--- src/design/edf_pkg.sv ---
// ----------------------------------------------------------------------------
// edf_pkg
// Shared types and constants of the earliest-deadline-first task scheduler:
// command codes, task states, controller states, datapath operations and the
// control and status groups between controller and datapath.
// ----------------------------------------------------------------------------
package edf_pkg;

    // deadline and period of the idle task, never changed
    localparam logic [31:0] IDLE_DEADLINE = 32'hFFFF_FFFF;
    // reset value of the default period register
    localparam logic [31:0] DEFAULT_PERIOD_RST = 32'd5;
    // configuration port address width and register index
    localparam int PADDR_W = 3;
    localparam logic REG_DEFAULT_PERIOD = 1'b0;

    // command codes
    typedef enum logic [3:0] {
        CMD_TICK   = 4'd0,
        CMD_CREATE = 4'd1,
        CMD_YIELD  = 4'd2,
        CMD_EXIT   = 4'd3,
        CMD_SLEEP  = 4'd4,
        CMD_PYIELD = 4'd5,
        CMD_SETDL  = 4'd6,
        CMD_START  = 4'd7,
        CMD_INFO   = 4'd8
    } t_cmd;

    // task states
    typedef enum logic [1:0] {
        TS_DORMANT  = 2'd0,
        TS_READY    = 2'd1,
        TS_RUNNING  = 2'd2,
        TS_SLEEPING = 2'd3
    } t_tstate;

    // controller states
    typedef enum logic [4:0] {
        S_IDLE, S_DECODE, S_ERR, S_TICK, S_TPOST, S_PINIT, S_PICK, S_CRDY,
        S_RUN, S_FIND, S_CREATE, S_PRE, S_EXIT, S_SLEEP, S_SETDL, S_START,
        S_INFO, S_DONE
    } t_state;

    // datapath operations, one per cycle
    typedef enum logic [4:0] {
        OP_NONE, OP_LOAD, OP_ERR, OP_TICK, OP_PINIT_CUR, OP_PINIT_ZERO,
        OP_PICK, OP_CRDY, OP_RUN, OP_FIND, OP_CREATE, OP_PRE, OP_EXIT,
        OP_SLEEP, OP_SETDL, OP_START, OP_INFO, OP_DONE
    } t_op;

    typedef struct packed {
        t_op op;
    } t_ctl_cmd;

    typedef struct packed {
        logic [3:0] cmd;
        logic       kern;
        logic       cur_zero;
        logic       tid_ok;
        logic       expire;
        logic       found;
        logic       pre;
        logic       setdl_ok;
    } t_ctl_sts;

endpackage

--- src/design/edf_task_scheduler_core.sv ---
// ----------------------------------------------------------------------------
// edf_task_scheduler_core
// Earliest-deadline-first task scheduler: command channel in, one result per
// command out, APB-style register port for the default period.
// ----------------------------------------------------------------------------
// usage:
//  - a command request is taken when i_valid is high and o_stall is low;
//    o_stall stays high from the taken request until its result is loaded
//    into the output register
//  - each command gives exactly one result request on o_valid / i_stall;
//    the output register holds it while i_stall is high, and a new command
//    is taken meanwhile
//  - a tick scans the task table and may add a yield inside the scan and a
//    reschedule from the idle task after it
//  - the rate is set by the slot scans over the task table, one slot per
//    cycle; one command is worked on at a time and the next is taken in the
//    cycle after the result is loaded
//  - register 0 at byte address 0 is the default period; a write of 0 is
//    stored as 1
//  - synchronous active-low reset: all tasks dormant, idle task running
//    slot, kernel stopped, default period 5
// ----------------------------------------------------------------------------
module edf_task_scheduler_core
    import edf_pkg::*;
#(
    parameter int TASK_SLOTS = 16
) (
    input  logic               i_clk,
    input  logic               i_rst_n,
    input  logic               i_valid,
    output logic               o_stall,
    input  logic [3:0]         i_cmd,
    input  logic [4:0]         i_task_id,
    input  logic [31:0]        i_deadline_value,
    input  logic [31:0]        i_sleep_ticks,
    output logic               o_valid,
    input  logic               i_stall,
    output logic               o_status,
    output logic [4:0]         o_running_task,
    output logic               o_switched,
    output logic [4:0]         o_new_task_id,
    output logic [1:0]         o_info_state,
    output logic [31:0]        o_info_deadline,
    input  logic               psel,
    input  logic               penable,
    input  logic               pwrite,
    input  logic [PADDR_W-1:0] paddr,
    input  logic [31:0]        pwdata,
    output logic [31:0]        prdata,
    output logic               pready
);

    localparam int IW = $clog2(TASK_SLOTS + 1);

    t_ctl_cmd      ctl;
    t_ctl_sts      sts;
    logic [IW-1:0] idx;
    logic [31:0]   r_default_period;

    // default period register
    always_ff @(posedge i_clk) begin
        if (!i_rst_n) begin
            r_default_period <= DEFAULT_PERIOD_RST;
        end else if (psel && penable && pwrite && pready &&
                     (paddr[PADDR_W-1] == REG_DEFAULT_PERIOD)) begin
            r_default_period <= (pwdata == 32'd0) ? 32'd1 : pwdata;
        end
    end

    assign pready = 1'b1;
    assign prdata = (paddr[PADDR_W-1] == REG_DEFAULT_PERIOD) ? r_default_period : 32'd0;

    edf_ctrl #(.TASK_SLOTS(TASK_SLOTS)) u_ctrl (
        .i_clk   (i_clk),
        .i_rst_n (i_rst_n),
        .i_valid (i_valid),
        .o_stall (o_stall),
        .o_valid (o_valid),
        .i_stall (i_stall),
        .i_sts   (sts),
        .o_ctl   (ctl),
        .o_idx   (idx)
    );

    edf_dpath #(.TASK_SLOTS(TASK_SLOTS)) u_dpath (
        .i_clk            (i_clk),
        .i_rst_n          (i_rst_n),
        .i_ctl            (ctl),
        .i_idx            (idx),
        .o_sts            (sts),
        .i_cmd            (i_cmd),
        .i_task_id        (i_task_id),
        .i_deadline_value (i_deadline_value),
        .i_sleep_ticks    (i_sleep_ticks),
        .i_default_period (r_default_period),
        .o_status         (o_status),
        .o_running_task   (o_running_task),
        .o_switched       (o_switched),
        .o_new_task_id    (o_new_task_id),
        .o_info_state     (o_info_state),
        .o_info_deadline  (o_info_deadline)
    );

`ifndef SYNTHESIS
    // a taken command keeps the block busy in the next cycle
    a_busy_after_take: assert property (@(posedge i_clk) disable iff (!i_rst_n)
        (i_valid && !o_stall) |=> o_stall)
        else $error("command taken but block not busy");

    // a failed command never switches tasks
    a_err_no_switch: assert property (@(posedge i_clk) disable iff (!i_rst_n)
        (o_valid && o_status) |-> !o_switched)
        else $error("task switch on failed command");

    // a failed command carries no slot and no info
    a_err_clean: assert property (@(posedge i_clk) disable iff (!i_rst_n)
        (o_valid && o_status) |->
        (o_new_task_id == 5'd0 && o_info_state == 2'd0 && o_info_deadline == 32'd0))
        else $error("failed command carries result data");
`endif

endmodule

--- src/design/edf_dpath.sv ---
// ----------------------------------------------------------------------------
// edf_dpath
// Task table, running task register, pick registers and result registers.
// Carries out one operation per cycle on the table entry chosen by the
// operation, and reports status flags to the controller.
// ----------------------------------------------------------------------------
module edf_dpath
    import edf_pkg::*;
#(
    parameter int TASK_SLOTS = 16,
    localparam int IW = $clog2(TASK_SLOTS + 1)
) (
    input  logic            i_clk,
    input  logic            i_rst_n,
    input  t_ctl_cmd        i_ctl,
    input  logic [IW-1:0]   i_idx,
    output t_ctl_sts        o_sts,
    input  logic [3:0]      i_cmd,
    input  logic [4:0]      i_task_id,
    input  logic [31:0]     i_deadline_value,
    input  logic [31:0]     i_sleep_ticks,
    input  logic [31:0]     i_default_period,
    output logic            o_status,
    output logic [4:0]      o_running_task,
    output logic            o_switched,
    output logic [4:0]      o_new_task_id,
    output logic [1:0]      o_info_state,
    output logic [31:0]     o_info_deadline
);

    // task table
    t_tstate       r_st  [0:TASK_SLOTS];
    logic [31:0]   r_dl  [0:TASK_SLOTS];
    logic [31:0]   r_per [0:TASK_SLOTS];
    logic [31:0]   r_sc  [0:TASK_SLOTS];

    logic [IW-1:0] r_cur, n_cur;
    logic          r_kern, n_kern;
    logic [IW-1:0] r_best, n_best;
    logic [31:0]   r_best_dl, n_best_dl;

    // latched command
    logic [3:0]    r_cmd;
    logic [4:0]    r_tid;
    logic [31:0]   r_dlv;
    logic [31:0]   r_ticks;

    // working results
    logic          r_err, n_err;
    logic [IW-1:0] r_newid, n_newid;
    logic [1:0]    r_istate, n_istate;
    logic [31:0]   r_idl, n_idl;
    logic [IW-1:0] r_before;

    // output register
    logic          r_o_status;
    logic [4:0]    r_o_running;
    logic          r_o_switched;
    logic [4:0]    r_o_newid;
    logic [1:0]    r_o_istate;
    logic [31:0]   r_o_idl;

    logic          tid_ok;
    logic [IW-1:0] tid_idx;
    logic [IW-1:0] addr;
    t_tstate       rd_st;
    logic [31:0]   rd_dl, rd_per, rd_sc;

    logic          st_we, dl_we, per_we, sc_we;
    t_tstate       st_wd;
    logic [31:0]   dl_wd, per_wd, sc_wd;
    logic [IW-1:0] st_wa;

    logic [31:0]   tk_dec, tk_dl, tk_sc, cr_d, sl_v;
    t_tstate       tk_st;
    logic          tk_exp;
    logic          better;

    assign tid_ok  = (r_tid != 5'd0) && (r_tid <= 5'(TASK_SLOTS));
    assign tid_idx = tid_ok ? r_tid[IW-1:0] : '0;

    // table address for the current operation
    always_comb begin
        unique case (i_ctl.op)
            OP_TICK, OP_PICK, OP_FIND:                 addr = i_idx;
            OP_PINIT_CUR, OP_PRE, OP_CRDY,
            OP_EXIT, OP_SLEEP:                         addr = r_cur;
            OP_RUN, OP_CREATE:                         addr = r_best;
            OP_SETDL, OP_INFO:                         addr = tid_idx;
            default:                                   addr = '0;
        endcase
    end

    assign rd_st  = r_st[addr];
    assign rd_dl  = (addr == '0) ? IDLE_DEADLINE : r_dl[addr];
    assign rd_per = r_per[addr];
    assign rd_sc  = r_sc[addr];

    // tick update of one slot
    always_comb begin
        tk_dec = rd_dl - 32'd1;
        tk_dl  = tk_dec;
        tk_st  = rd_st;
        tk_sc  = rd_sc;
        tk_exp = 1'b0;
        if (tk_dec == 32'd0) begin
            tk_dl  = rd_per;
            tk_exp = (rd_st == TS_RUNNING);
        end
        if (rd_st == TS_SLEEPING) begin
            tk_sc = rd_sc - 32'd1;
            if (tk_sc == 32'd0) begin
                tk_dl = rd_per;
                tk_st = TS_READY;
            end
        end
    end

    assign better = (rd_st == TS_READY) &&
                    ((rd_dl < r_best_dl) || ((rd_dl == r_best_dl) && (addr < r_best)));
    assign cr_d   = (r_dlv == 32'd0) ? i_default_period : r_dlv;
    assign sl_v   = (r_cmd == CMD_SLEEP) ? r_ticks : rd_dl;

    // operation decode
    always_comb begin
        st_we = 1'b0; dl_we = 1'b0; per_we = 1'b0; sc_we = 1'b0;
        st_wd = rd_st; dl_wd = rd_dl; per_wd = rd_per; sc_wd = rd_sc;
        st_wa = addr;
        n_cur = r_cur; n_kern = r_kern; n_best = r_best; n_best_dl = r_best_dl;
        n_err = r_err; n_newid = r_newid; n_istate = r_istate; n_idl = r_idl;
        o_sts.cmd      = r_cmd;
        o_sts.kern     = r_kern;
        o_sts.cur_zero = (r_cur == '0);
        o_sts.tid_ok   = tid_ok;
        o_sts.expire   = 1'b0;
        o_sts.found    = 1'b0;
        o_sts.pre      = 1'b0;
        o_sts.setdl_ok = 1'b0;
        unique case (i_ctl.op)
            OP_LOAD: begin
                n_err = 1'b0; n_newid = '0; n_istate = 2'd0; n_idl = 32'd0;
            end
            OP_ERR: n_err = 1'b1;
            OP_TICK: begin
                if (rd_st != TS_DORMANT) begin
                    st_we = 1'b1; dl_we = 1'b1; sc_we = 1'b1;
                    st_wd = tk_st; dl_wd = tk_dl; sc_wd = tk_sc;
                    o_sts.expire = tk_exp;
                end
            end
            OP_PINIT_CUR: begin
                n_best = r_cur; n_best_dl = rd_dl;
            end
            OP_PINIT_ZERO: begin
                n_best = '0; n_best_dl = IDLE_DEADLINE;
            end
            OP_PICK: begin
                if (better) begin
                    n_best = addr; n_best_dl = rd_dl;
                end
            end
            OP_CRDY: begin
                if (r_best != r_cur) begin
                    st_we = 1'b1; st_wd = TS_READY;
                end
            end
            OP_RUN: begin
                st_we = 1'b1; st_wd = TS_RUNNING; n_cur = r_best;
            end
            OP_FIND: begin
                if (rd_st == TS_DORMANT) begin
                    o_sts.found = 1'b1; n_best = addr;
                end
            end
            OP_CREATE: begin
                st_we = 1'b1; dl_we = 1'b1; per_we = 1'b1; sc_we = 1'b1;
                st_wd = TS_READY; dl_wd = cr_d; per_wd = cr_d; sc_wd = 32'd0;
                n_best_dl = cr_d; n_newid = r_best;
            end
            OP_PRE: begin
                o_sts.pre = r_kern && (r_best != r_cur) && (rd_dl > r_best_dl);
            end
            OP_EXIT: begin
                st_we = 1'b1; dl_we = 1'b1; per_we = 1'b1; sc_we = 1'b1;
                st_wd = TS_DORMANT; dl_wd = i_default_period;
                per_wd = i_default_period; sc_wd = 32'd0;
            end
            OP_SLEEP: begin
                st_we = 1'b1; sc_we = 1'b1;
                st_wd = TS_SLEEPING; sc_wd = (sl_v == 32'd0) ? 32'd1 : sl_v;
            end
            OP_SETDL: begin
                if (tid_ok && (r_dlv != 32'd0) && (rd_st == TS_READY)) begin
                    o_sts.setdl_ok = 1'b1;
                    dl_we = 1'b1; per_we = 1'b1;
                    dl_wd = r_dlv; per_wd = r_dlv;
                    n_best = tid_idx; n_best_dl = r_dlv;
                end
            end
            OP_START: n_kern = 1'b1;
            OP_INFO: begin
                if (tid_ok) begin
                    n_istate = rd_st; n_idl = rd_dl;
                end else begin
                    n_err = 1'b1;
                end
            end
            default: begin
            end
        endcase
    end

    // table and control registers
    always_ff @(posedge i_clk) begin
        if (!i_rst_n) begin
            for (int t = 0; t <= TASK_SLOTS; t++) begin
                r_st[t]  <= TS_DORMANT;
                r_dl[t]  <= (t == 0) ? IDLE_DEADLINE : DEFAULT_PERIOD_RST;
                r_per[t] <= (t == 0) ? IDLE_DEADLINE : DEFAULT_PERIOD_RST;
                r_sc[t]  <= 32'd0;
            end
            r_cur  <= '0;
            r_kern <= 1'b0;
        end else begin
            if (st_we)  r_st[st_wa] <= st_wd;
            if (dl_we)  r_dl[addr]  <= dl_wd;
            if (per_we) r_per[addr] <= per_wd;
            if (sc_we)  r_sc[addr]  <= sc_wd;
            r_cur  <= n_cur;
            r_kern <= n_kern;
        end
    end

    // working and result registers
    always_ff @(posedge i_clk) begin
        r_best    <= n_best;
        r_best_dl <= n_best_dl;
        r_err     <= n_err;
        r_newid   <= n_newid;
        r_istate  <= n_istate;
        r_idl     <= n_idl;
        if (i_ctl.op == OP_LOAD) begin
            r_cmd    <= i_cmd;
            r_tid    <= i_task_id;
            r_dlv    <= i_deadline_value;
            r_ticks  <= i_sleep_ticks;
            r_before <= r_cur;
        end
        if (i_ctl.op == OP_DONE) begin
            r_o_status   <= r_err;
            r_o_running  <= 5'(r_cur);
            r_o_switched <= (r_cur != r_before);
            r_o_newid    <= 5'(r_newid);
            r_o_istate   <= r_istate;
            r_o_idl      <= r_idl;
        end
    end

    assign o_status        = r_o_status;
    assign o_running_task  = r_o_running;
    assign o_switched      = r_o_switched;
    assign o_new_task_id   = r_o_newid;
    assign o_info_state    = r_o_istate;
    assign o_info_deadline = r_o_idl;

endmodule

--- src/design/edf_ctrl.sv ---
// ----------------------------------------------------------------------------
// edf_ctrl
// Command sequencer: decodes the latched command, steps the slot counters
// through table scans and issues one datapath operation per cycle. Owns the
// request handshakes on both channels.
// ----------------------------------------------------------------------------
module edf_ctrl
    import edf_pkg::*;
#(
    parameter int TASK_SLOTS = 16,
    localparam int IW = $clog2(TASK_SLOTS + 1)
) (
    input  logic          i_clk,
    input  logic          i_rst_n,
    input  logic          i_valid,
    output logic          o_stall,
    output logic          o_valid,
    input  logic          i_stall,
    input  t_ctl_sts      i_sts,
    output t_ctl_cmd      o_ctl,
    output logic [IW-1:0] o_idx
);

    localparam logic [IW-1:0] LAST = IW'(TASK_SLOTS);
    localparam logic [IW-1:0] FIRST = IW'(1);

    t_state        r_state, n_state;
    logic [IW-1:0] r_idx, n_idx;
    logic [IW-1:0] r_tidx, n_tidx;
    logic          r_yielded, n_yielded;
    logic          r_in_tick, n_in_tick;
    logic          r_base_cur, n_base_cur;
    logic          r_aft_crdy, n_aft_crdy;
    logic          r_out_valid, n_out_valid;

    // state register
    always_ff @(posedge i_clk) begin
        if (!i_rst_n) begin
            r_state     <= S_IDLE;
            r_out_valid <= 1'b0;
            r_idx       <= FIRST;
            r_tidx      <= FIRST;
            r_yielded   <= 1'b0;
            r_in_tick   <= 1'b0;
            r_base_cur  <= 1'b0;
            r_aft_crdy  <= 1'b0;
        end else begin
            r_state     <= n_state;
            r_out_valid <= n_out_valid;
            r_idx       <= n_idx;
            r_tidx      <= n_tidx;
            r_yielded   <= n_yielded;
            r_in_tick   <= n_in_tick;
            r_base_cur  <= n_base_cur;
            r_aft_crdy  <= n_aft_crdy;
        end
    end

    // next state and operation
    always_comb begin
        n_state = r_state; n_idx = r_idx; n_tidx = r_tidx;
        n_yielded = r_yielded; n_in_tick = r_in_tick;
        n_base_cur = r_base_cur; n_aft_crdy = r_aft_crdy;
        o_ctl.op = OP_NONE;
        unique case (r_state)
            S_IDLE: begin
                if (i_valid) begin
                    o_ctl.op = OP_LOAD;
                    n_state  = S_DECODE;
                end
            end
            S_DECODE: begin
                n_in_tick = 1'b0;
                n_idx     = FIRST;
                unique case (i_sts.cmd)
                    CMD_TICK: begin
                        n_yielded = 1'b0;
                        n_tidx    = FIRST;
                        n_state   = i_sts.kern ? S_TICK : S_DONE;
                    end
                    CMD_CREATE: n_state = S_FIND;
                    CMD_YIELD: begin
                        n_base_cur = 1'b1;
                        n_aft_crdy = 1'b1;
                        n_state    = i_sts.kern ? S_PINIT : S_ERR;
                    end
                    CMD_EXIT:
                        n_state = (i_sts.kern && !i_sts.cur_zero) ? S_EXIT : S_ERR;
                    CMD_SLEEP, CMD_PYIELD:
                        n_state = (i_sts.kern && !i_sts.cur_zero) ? S_SLEEP : S_ERR;
                    CMD_SETDL: n_state = S_SETDL;
                    CMD_START: n_state = i_sts.kern ? S_ERR : S_START;
                    CMD_INFO:  n_state = S_INFO;
                    default:   n_state = S_ERR;
                endcase
            end
            S_ERR: begin
                o_ctl.op = OP_ERR;
                n_state  = S_DONE;
            end
            // one slot per cycle, the scan held while a yield reschedules; the first expiring running task yields
            S_TICK: begin
                o_ctl.op = OP_TICK;
                if (i_sts.expire && !r_yielded) begin
                    n_yielded  = 1'b1;
                    n_in_tick  = 1'b1;
                    n_base_cur = 1'b1;
                    n_aft_crdy = 1'b1;
                    n_state    = S_PINIT;
                end else if (r_tidx == LAST) begin
                    n_state = S_TPOST;
                end else begin
                    n_tidx = r_tidx + FIRST;
                end
            end
            // reschedule from the idle task after the scan
            S_TPOST: begin
                n_base_cur = 1'b0;
                n_aft_crdy = 1'b1;
                n_in_tick  = 1'b0;
                n_state    = i_sts.cur_zero ? S_PINIT : S_DONE;
            end
            S_PINIT: begin
                o_ctl.op = r_base_cur ? OP_PINIT_CUR : OP_PINIT_ZERO;
                n_idx    = FIRST;
                n_state  = S_PICK;
            end
            S_PICK: begin
                o_ctl.op = OP_PICK;
                if (r_idx == LAST) begin
                    n_state = r_aft_crdy ? S_CRDY : S_RUN;
                end else begin
                    n_idx = r_idx + FIRST;
                end
            end
            S_CRDY: begin
                o_ctl.op = OP_CRDY;
                n_state  = S_RUN;
            end
            S_RUN: begin
                o_ctl.op = OP_RUN;
                if (r_in_tick) begin
                    if (r_tidx == LAST) begin
                        n_state = S_TPOST;
                    end else begin
                        n_tidx  = r_tidx + FIRST;
                        n_state = S_TICK;
                    end
                end else begin
                    n_state = S_DONE;
                end
            end
            S_FIND: begin
                o_ctl.op = OP_FIND;
                if (i_sts.found) begin
                    n_state = S_CREATE;
                end else if (r_idx == LAST) begin
                    n_state = S_ERR;
                end else begin
                    n_idx = r_idx + FIRST;
                end
            end
            S_CREATE: begin
                o_ctl.op = OP_CREATE;
                n_state  = S_PRE;
            end
            S_PRE: begin
                o_ctl.op = OP_PRE;
                n_state  = i_sts.pre ? S_CRDY : S_DONE;
            end
            S_EXIT: begin
                o_ctl.op   = OP_EXIT;
                n_base_cur = 1'b0;
                n_aft_crdy = 1'b0;
                n_state    = S_PINIT;
            end
            S_SLEEP: begin
                o_ctl.op   = OP_SLEEP;
                n_base_cur = 1'b0;
                n_aft_crdy = 1'b0;
                n_state    = S_PINIT;
            end
            S_SETDL: begin
                o_ctl.op = OP_SETDL;
                n_state  = i_sts.setdl_ok ? S_PRE : S_ERR;
            end
            S_START: begin
                o_ctl.op   = OP_START;
                n_base_cur = 1'b0;
                n_aft_crdy = 1'b0;
                n_state    = S_PINIT;
            end
            S_INFO: begin
                o_ctl.op = OP_INFO;
                n_state  = S_DONE;
            end
            S_DONE: begin
                if (!(r_out_valid && i_stall)) begin
                    o_ctl.op = OP_DONE;
                    n_state  = S_IDLE;
                end
            end
            default: n_state = S_IDLE;
        endcase
        n_out_valid = (r_out_valid && i_stall) || (o_ctl.op == OP_DONE);
    end

    assign o_idx   = (r_state == S_TICK) ? r_tidx : r_idx;
    assign o_stall = (r_state != S_IDLE);
    assign o_valid = r_out_valid;

endmodule

--- config.mk ---
export PLATFORM = sky130hd
export DESIGN_NAME = edf_task_scheduler_core
export DESIGN_NICKNAME = d
export VERILOG_FILES = /design/src/design/edf_pkg.sv /design/src/design/edf_task_scheduler_core.sv /design/src/design/edf_dpath.sv /design/src/design/edf_ctrl.sv
export SDC_FILE = /design/constraint.sdc
export NUM_CORES = 2
export LEC_CHECK = 0
export BUFFER_PORTS_ARGS = -buffer_cell sky130_fd_sc_hd__clkbuf_2
export CAP_MARGIN = 20
export CORE_AREA = 2 2 499 873
export CTS_BUF_LIST = sky130_fd_sc_hd__clkbuf_16
export DETAILED_ROUTE_END_ITERATION = 12
export DIE_AREA = 0 0 501 875
export PLACE_DENSITY = 0.5
export SLEW_MARGIN = 20
export SYNTH_ARGS = -nofsm -noshare
export SYNTH_HDL_FRONTEND = slang
export SYNTH_SLANG_ARGS = --single-unit
--- constraint.sdc ---
create_clock -name i_clk -period 10.9 [get_ports i_clk]
set_input_delay 3.27 -clock i_clk [delete_from_list [all_inputs] [get_ports i_clk]]
set_output_delay 3.27 -clock i_clk [all_outputs]
set_load 0.03 [all_outputs]
* After elaboration in Yosys (flattened, before gate mapping) *
Memories as Yosys holds them, arrays and structs flattened.
Index checks and enable logic that the tools add are counted.

word-level totals
  output and inout port bits = 81
  input port bits = 115
  register bits after elaboration = 259
  bits in writable memories = 1666
  memories kept = 4

memory list
  name           depth  width  read ports  clocked after memory_dff  wr ports  RTL line         RTL
  u_dpath.r_dl   17     32     1           0                         17        edf_dpath.sv:33  logic [31:0] r_dl [0:TASK_SLOTS];
  u_dpath.r_per  17     32     1           0                         17        edf_dpath.sv:34  logic [31:0] r_per [0:TASK_SLOTS];
  u_dpath.r_sc   17     32     1           0                         17        edf_dpath.sv:35  logic [31:0] r_sc [0:TASK_SLOTS];
  u_dpath.r_st   17     2      1           0                         17        edf_dpath.sv:32  t_tstate r_st [0:TASK_SLOTS];

cells by class
  mux-type cells = 117
  magnitude comparators = 4
  bitwise logic cells = 1
  eq/ne operators = 66
  add/subtract/negate cells = 4
  reduce and logical (&&, ||, !) cells = 70

operator list
  cell                                                                    count
  32-bit 2-to-1 mux                                                       20
  32-bit case mux with 3 select lines                                     2
  32-bit zero test                                                        5
  32-bit case mux with 5 select lines                                     1
  5-bit 2-to-1 mux                                                        27
  32-bit case mux with 4 select lines                                     1
  32-bit OR reduction                                                     3
  5-bit by 4-bit equality test with 1-bit output (second input constant)  16
  5-bit case mux with 16 select lines                                     1
  5-bit case mux with 15 select lines                                     1
  32-bit case mux with 2 select lines                                     1
  32-bit by 1-bit subtractor with 32-bit output (second input constant)   2
  5-bit by 3-bit equality test with 1-bit output (second input constant)  8
  5-bit case mux with 8 select lines                                      1
  1-bit 2-to-1 mux                                                        33
  32-bit equality test                                                    1
  32-bit greater-than comparator                                          1
  32-bit less-than comparator                                             1
  32-bit nonzero test                                                     1
  5-bit equality test (second input constant)                             6
  5-bit case mux with 3 select lines                                      2
  5-bit case mux with 5 select lines                                      1
  5-bit by 2-bit equality test with 1-bit output (second input constant)  4
  4-bit 2-to-1 mux                                                        5
  43 further kinds                                                        118

* Depth between registers and ports, before layout *
  depth after elaboration = 16
  depth in mapped cells = 35

* Cells and area by module *
Synthesis repeated with hierarchy kept, for this count alone.

second synthesis, totals
  cells, all modules = 10625
  area total of the unflattened synthesis = 148215.9 µm²

by module, submodules not included
  module                   seq. area each (µm²)  cells an instance  times used  area each (µm²)
  edf_dpath                99395.3               10197              1           144852.7
  edf_ctrl                 400.4                 240                1           1747.9
  edf_task_scheduler_core  640.6                 188                1           1615.3

* Worst setup path after synthesis *
OpenSTA, ideal clock, no wires.

  kind = input to register
  start point = input i_stall
  end point = memory u_dpath.r_dl[27][0] (enable)
  stages = 26
  slack = 405 ps
  required time = 10439 ps
  arrival = 10034 ps
  path through = nand2_1 -> a32oi_1 -> a21boi_4 -> nor3_4 -> buf_6 -> buf_8 -> buf_6 -> buf_6 -> buf_6 -> buf_6 -> buf_6 -> buf_6 -> buf_4 -> mux2i_1 -> mux2i_1 -> a22oi_1 -> and4_1 -> clkbuf_1 -> nand2b_1 -> or3_1 -> clkbuf_1 -> a211oi_1 -> nand2_1 -> clkbuf_1 -> clkbuf_1 -> nor3_1

RTL lines
  element          RTL line                       RTL
  start, declared  edf_task_scheduler_core.sv:37  input logic i_stall,
  end, declared    edf_dpath.sv:33

==> results <==
- TritonCTS built the clock tree.
- The post-synthesis compound-gate area fraction was 0.09175.
- CTS saw 3,363 sinks.
- The number of enable flip-flop cells after synthesis is about 3.3k.
- After detailed routing, the number of remaining DRC violations is 0.
- Measured in cells, the most critical reg-to-reg path has a length of 26.
- The placed wire-length estimate is between 500,000 and 600,000 µm.
- The hold violation total from the final report is 0.
- The hold-critical path depth is 0.
- The total global-route track usage is 0.3277.
- Of the synthesized area, sequential elements account for 0.6667.
- The post-detailed-placement cell area is 173,500 µm².
- Setup slack on the worst reg-to-reg path comes out at roughly 1400 ps.
- The time the final worst path needs with I/O delays and setup is approximately 10,000 ps.
- The number of design-rule violations left by the first detailed-router iteration is about 14k.
- The number of pins with negative max-slew slack in the final report is 0.
- By startpoint and endpoint, the worst setup path is classified as in -> reg.
- The number of antenna-violating nets in the routed design is 0.
- The H-tree depth is 5.
- The type of destination of the critical path is a flip-flop.
- The maximum number of pins on one net before global-route repair is between 150 and 200.
- The synthesized-area fraction occupied by and/or/nand/nor cells is 0.1483.
- The static leakage is 70.11 nW.
- The clock passes through at most 4 buffers.
- STA puts the critical path data arrival time at roughly 11,000 ps.
- The initial antenna violation count is between 50 and 60.
- The routed layout has 116.7k vias.
- The die covers 438,400 µm².
- The root buffer cell is sky130_fd_sc_hd__clkbuf_16.
- In the layout the commonest cells are sky130_fd_sc_hd__edfxtp_1 (3,305), sky130_fd_sc_hd__nand2_1 (1,844), sky130_fd_sc_hd__nor2_1 (1,715).
- Summed over all layers, the global routing overflow is 0.
- For this design the top-level I/O count stands at around 200.
- The layout net count is between 10k and 15k.
- The number of violations of the max-capacitance limit is 0.
- Row generation in the floorplan step produced around 320 rows.
- The flow ran to the end, and the final reports show no timing, DRC or antenna violations.
- The worst register-to-register path ends at u_dpath.r_dl[28][7]$_DFFE_PP_.
- The classification of the worst-slack hold path is reg -> reg.
- Dividing total power by cell area gives a power density of ~280 nW/µm².
- The worst hold path begins at u_dpath.r_idl[14]$_SDFFCE_PP0P_.
- The tightest slew margin relative to the limit is 0.1244.
- The die is 501 µm wide.
- The final-layout fill cell count is around 40k.
- The buffers inserted during post-CTS setup optimization is 0.
- The startpoint of the most critical register-to-register path is u_ctrl.r_state[4]$_SDFFE_PN0P_.
- For hold timing, the worst endpoint is u_dpath.o_info_deadline[14]$_DFFE_PP_.
- The number of global-route vias before repair came to roughly 110k.
- Counting every instance in the synthesized netlist gives 12.57k.
- In this run, post-CTS repair resized a total of 0 instances.
- The synthesis-stage register bit count is roughly 3.4k.
- The largest family of logic cells by synthesized area is simple AND/OR/NAND/NOR gates.
- Clock-pin slew was measured on the worst setup and hold paths at approximately 60 ps.
- The maximum net fanout on the critical path is 19.
- The peak supply drop is between 0.15 and 0.2 mV.
- The count of buffers added on input and output ports is ~190.
- STA classifies the critical path startpoint as an input pin.
- The fraction of synthesized area in multiplexers is 0.05006.
- Counting the buffers created by CTS gives approximately 330.
- The average routed wire per standard cell is ~37 µm.
- The worst-margin pin slew is approximately 1300 ps.
- The detailed-router iteration count before antenna repair is 7.
- The post-route total power is between 50 and 60 mW.
- The post-layout utilization of the core is 0.4275.
- The post-synthesis share of cell area spent on xor and xnor gates is 0.003547.
- The global-route wire length before repair is between 900,000 and 1,000,000 µm.
- The count of distinct cell types in the synthesized netlist is 120.
- For this design, the CTS-stage hold fixing added 0 buffers.
- Clock latency on the worst-skew pair, taken at its later pin, is approximately 1000 ps.
- In the final layout, the share of cells above drive strength 1 is 0.1957.
- Setup repair after global routing left no endpoint under its margin.
- The share of synthesized registers carrying an async set or reset is 0.
- The detail-routed via count per cell is 5.927.
- The relative area change from synthesis to final layout is 22.24%.
- The average size of a mapped cell is 11.99 µm².
- The maximum clock frequency is 95.52 MHz.
- Of the total synthesized cell area, the portion taken by full adders, half adders and majority gates is 0.003738.
- The post-route clock skew is 67.83 ps.
- Summed over all failing endpoints, the final setup total negative slack is 0 ps.
- The final-report setup violation count is 0.
- The core area is 430,700 µm².
- The library cell used most frequently in the layout, excluding fill and tap cells, is sky130_fd_sc_hd__edfxtp_1.
- The warning count from the yosys run is 0.
- The worst endpoint required time is 11,660 ps.
- The vertical die dimension is about 880 µm.
- The detailed-route wire length is between 700,000 and 800,000 µm.
- Hold timing on the final database bottoms out at a slack of between 400 and 500 ps.
- The synthesized netlist occupies a cell area of roughly 150,000 µm².
- The cell area after layout is roughly 180,000 µm².
- In the synthesized netlist the dominant register cell turns out to be sky130_fd_sc_hd__edfxtp_1.
- The initial utilization of the core area, before any placement, comes to 0.3497.
- In the finished design, the share of the clock period the worst path needs comes to 0.9605.
- Routability-driven placement finished with a final weighted congestion of 0.9977.
- The total nets after synthesis is 12.73k.
worst max path at each step:
| stage | startpoint | end | slack [ps] |
|---|---|---|---|
| after floorplan | i_stall | u_dpath.r_dl[27][0]$_DFFE_PP_ | 410 |
| after global placement | i_stall | u_dpath.r_dl[16][0]$_SDFFCE_PN1P_ | -230 |
| after detailed placement | i_stall | u_dpath.r_dl[30][7]$_DFFE_PP_ | -270 |
| after CTS | i_stall | u_dpath.r_dl[28][7]$_DFFE_PP_ | 720 |
| after global routing | i_stall | u_dpath.r_dl[30][7]$_DFFE_PP_ | 470 |
| final | i_stall | u_dpath.r_dl[28][7]$_DFFE_PP_ | 430 |
per-stage QoR:
step	cells	worst slack (ps)
after floorplan	12570	405.1
after global placement	19060	-234.8
after detailed placement	19070	-274.3
after CTS	19650	721.0
after global routing	19670	467.9
final	19690	431.0
critical path, cell delays in order:
cell                       delay, ps
sky130_fd_sc_hd__clkbuf_2        110
sky130_fd_sc_hd__nand2_1         210
sky130_fd_sc_hd__a32oi_1         310
sky130_fd_sc_hd__buf_4           210
sky130_fd_sc_hd__a21boi_1        180
sky130_fd_sc_hd__nor3_4          530
sky130_fd_sc_hd__inv_4           350
sky130_fd_sc_hd__nand3_4         390
sky130_fd_sc_hd__buf_4           490
sky130_fd_sc_hd__o22ai_1         230
sky130_fd_sc_hd__a22o_1          320
sky130_fd_sc_hd__nor4_4          540
sky130_fd_sc_hd__buf_12          240
sky130_fd_sc_hd__inv_1            90
sky130_fd_sc_hd__nor4_1          310
sky130_fd_sc_hd__nand4_1         310
sky130_fd_sc_hd__nor4_1          370
sky130_fd_sc_hd__o22ai_1         230
sky130_fd_sc_hd__or4_1           520
sky130_fd_sc_hd__o22ai_4         230
sky130_fd_sc_hd__buf_12          170
sky130_fd_sc_hd__a21oi_1          80
sky130_fd_sc_hd__a2111o_1        740
sky130_fd_sc_hd__buf_12          300
sky130_fd_sc_hd__inv_1           350
area by class of cell:
class,count,area (µm²),area share
clock buffer,336,8408,0.04567
tap,5617,7028,0.03817
clock inverter,249,2086,0.01133
antenna,36,90.09,0.0004893
multi-input combinational,8014,46170,0.2508
timing repair buffer,1873,19150,0.1040
inverter,202,774.5,0.004207
sequential,3363,100400,0.5454
synth_stat cells (all sizes together) (17+ instances only):
| cell type | number | area share |
|---|---|---|
| buf | 410 | 0.016 |
| o22a | 19 | 0.0011 |
| o221ai | 69 | 0.0040 |
| o22ai | 322 | 0.013 |
| inv | 202 | 0.0050 |
| nand2 | 1923 | 0.048 |
| a21boi | 46 | 0.0024 |
| nor2b | 340 | 0.014 |
| mux2i | 640 | 0.043 |
| and3 | 50 | 0.0021 |
| clkbuf | 577 | 0.014 |
| a21oi | 815 | 0.027 |
| edfxtp | 3305 | 0.66 |
| o32ai | 55 | 0.0032 |
| a22oi | 44 | 0.0022 |
| xnor2 | 41 | 0.0024 |
| o21ai | 192 | 0.0064 |
| nor4 | 98 | 0.0044 |
| a31oi | 49 | 0.0020 |
| nand3 | 282 | 0.0095 |
| mux2 | 68 | 0.0051 |
| a211oi | 142 | 0.0073 |
| xor2 | 20 | 0.0012 |
| nand2b | 21 | 0.00087 |
| nand4 | 120 | 0.0051 |
| o31ai | 42 | 0.0022 |
| o31a | 42 | 0.0024 |
| a32oi | 17 | 0.00099 |
| ha | 45 | 0.0037 |
| or2 | 23 | 0.00096 |
| o211ai | 47 | 0.0023 |
| or3 | 19 | 0.00079 |
| a22o | 33 | 0.0019 |
| dfxtp | 58 | 0.0077 |
| nor3 | 209 | 0.0073 |
| a2111oi | 30 | 0.0022 |
| and4 | 36 | 0.0021 |
| and2 | 116 | 0.0048 |
| nor2 | 1751 | 0.044 |
logic make-up after synthesis:
| group | after synthesis |
|---|---|
| simple gates | 5057 |
| mux | 724 |
| other cells | 1 |
| buf+inv | 1189 |
| compound gates | 2126 |
| xor+xnor | 61 |
| fa+ha+maj | 45 |
| flops | 3363 |
sequential cells by signal (all words and copies together), names as in the netlist, 2 cells and up:
register	flops
r_default_period	32
u_ctrl.r_idx	5
u_ctrl.r_state	5
u_ctrl.r_tidx	5
u_dpath.o_info_deadline	32
u_dpath.o_info_state	2
u_dpath.o_new_task_id	5
u_dpath.o_running_task	5
u_dpath.r_before	5
u_dpath.r_best	5
u_dpath.r_best_dl	32
u_dpath.r_cmd	4
u_dpath.r_cur	5
u_dpath.r_dl	992
u_dpath.r_dlv	32
u_dpath.r_idl	32
u_dpath.r_istate	2
u_dpath.r_newid	5
u_dpath.r_per	1024
u_dpath.r_sc	1024
u_dpath.r_st	64
u_dpath.r_ticks	32
u_dpath.r_tid	5
report_power, final:
part / internal, mW / switching (mW)
Clock: 6.29 / 5.25
Sequential: 16.5 / 0.337
Combinational: 7.74 / 15.0
Total: 30.6 / 20.6
per-layer routing:
| layer | GRT usage | vias up | wire [µm] |
|---|---|---|---|
| met4 | 0.3215 | 16 | 86620 |
| met3 | 0.05843 | 2446 | 54500 |
| li1 | - | 48330 | - |
| met2 | 0.5603 | 6924 | 362300 |
| met5 | 0 | - | 126 |
| met1 | 0.3336 | 58990 | 232800 |
Power figures use the tool's default switching activity.
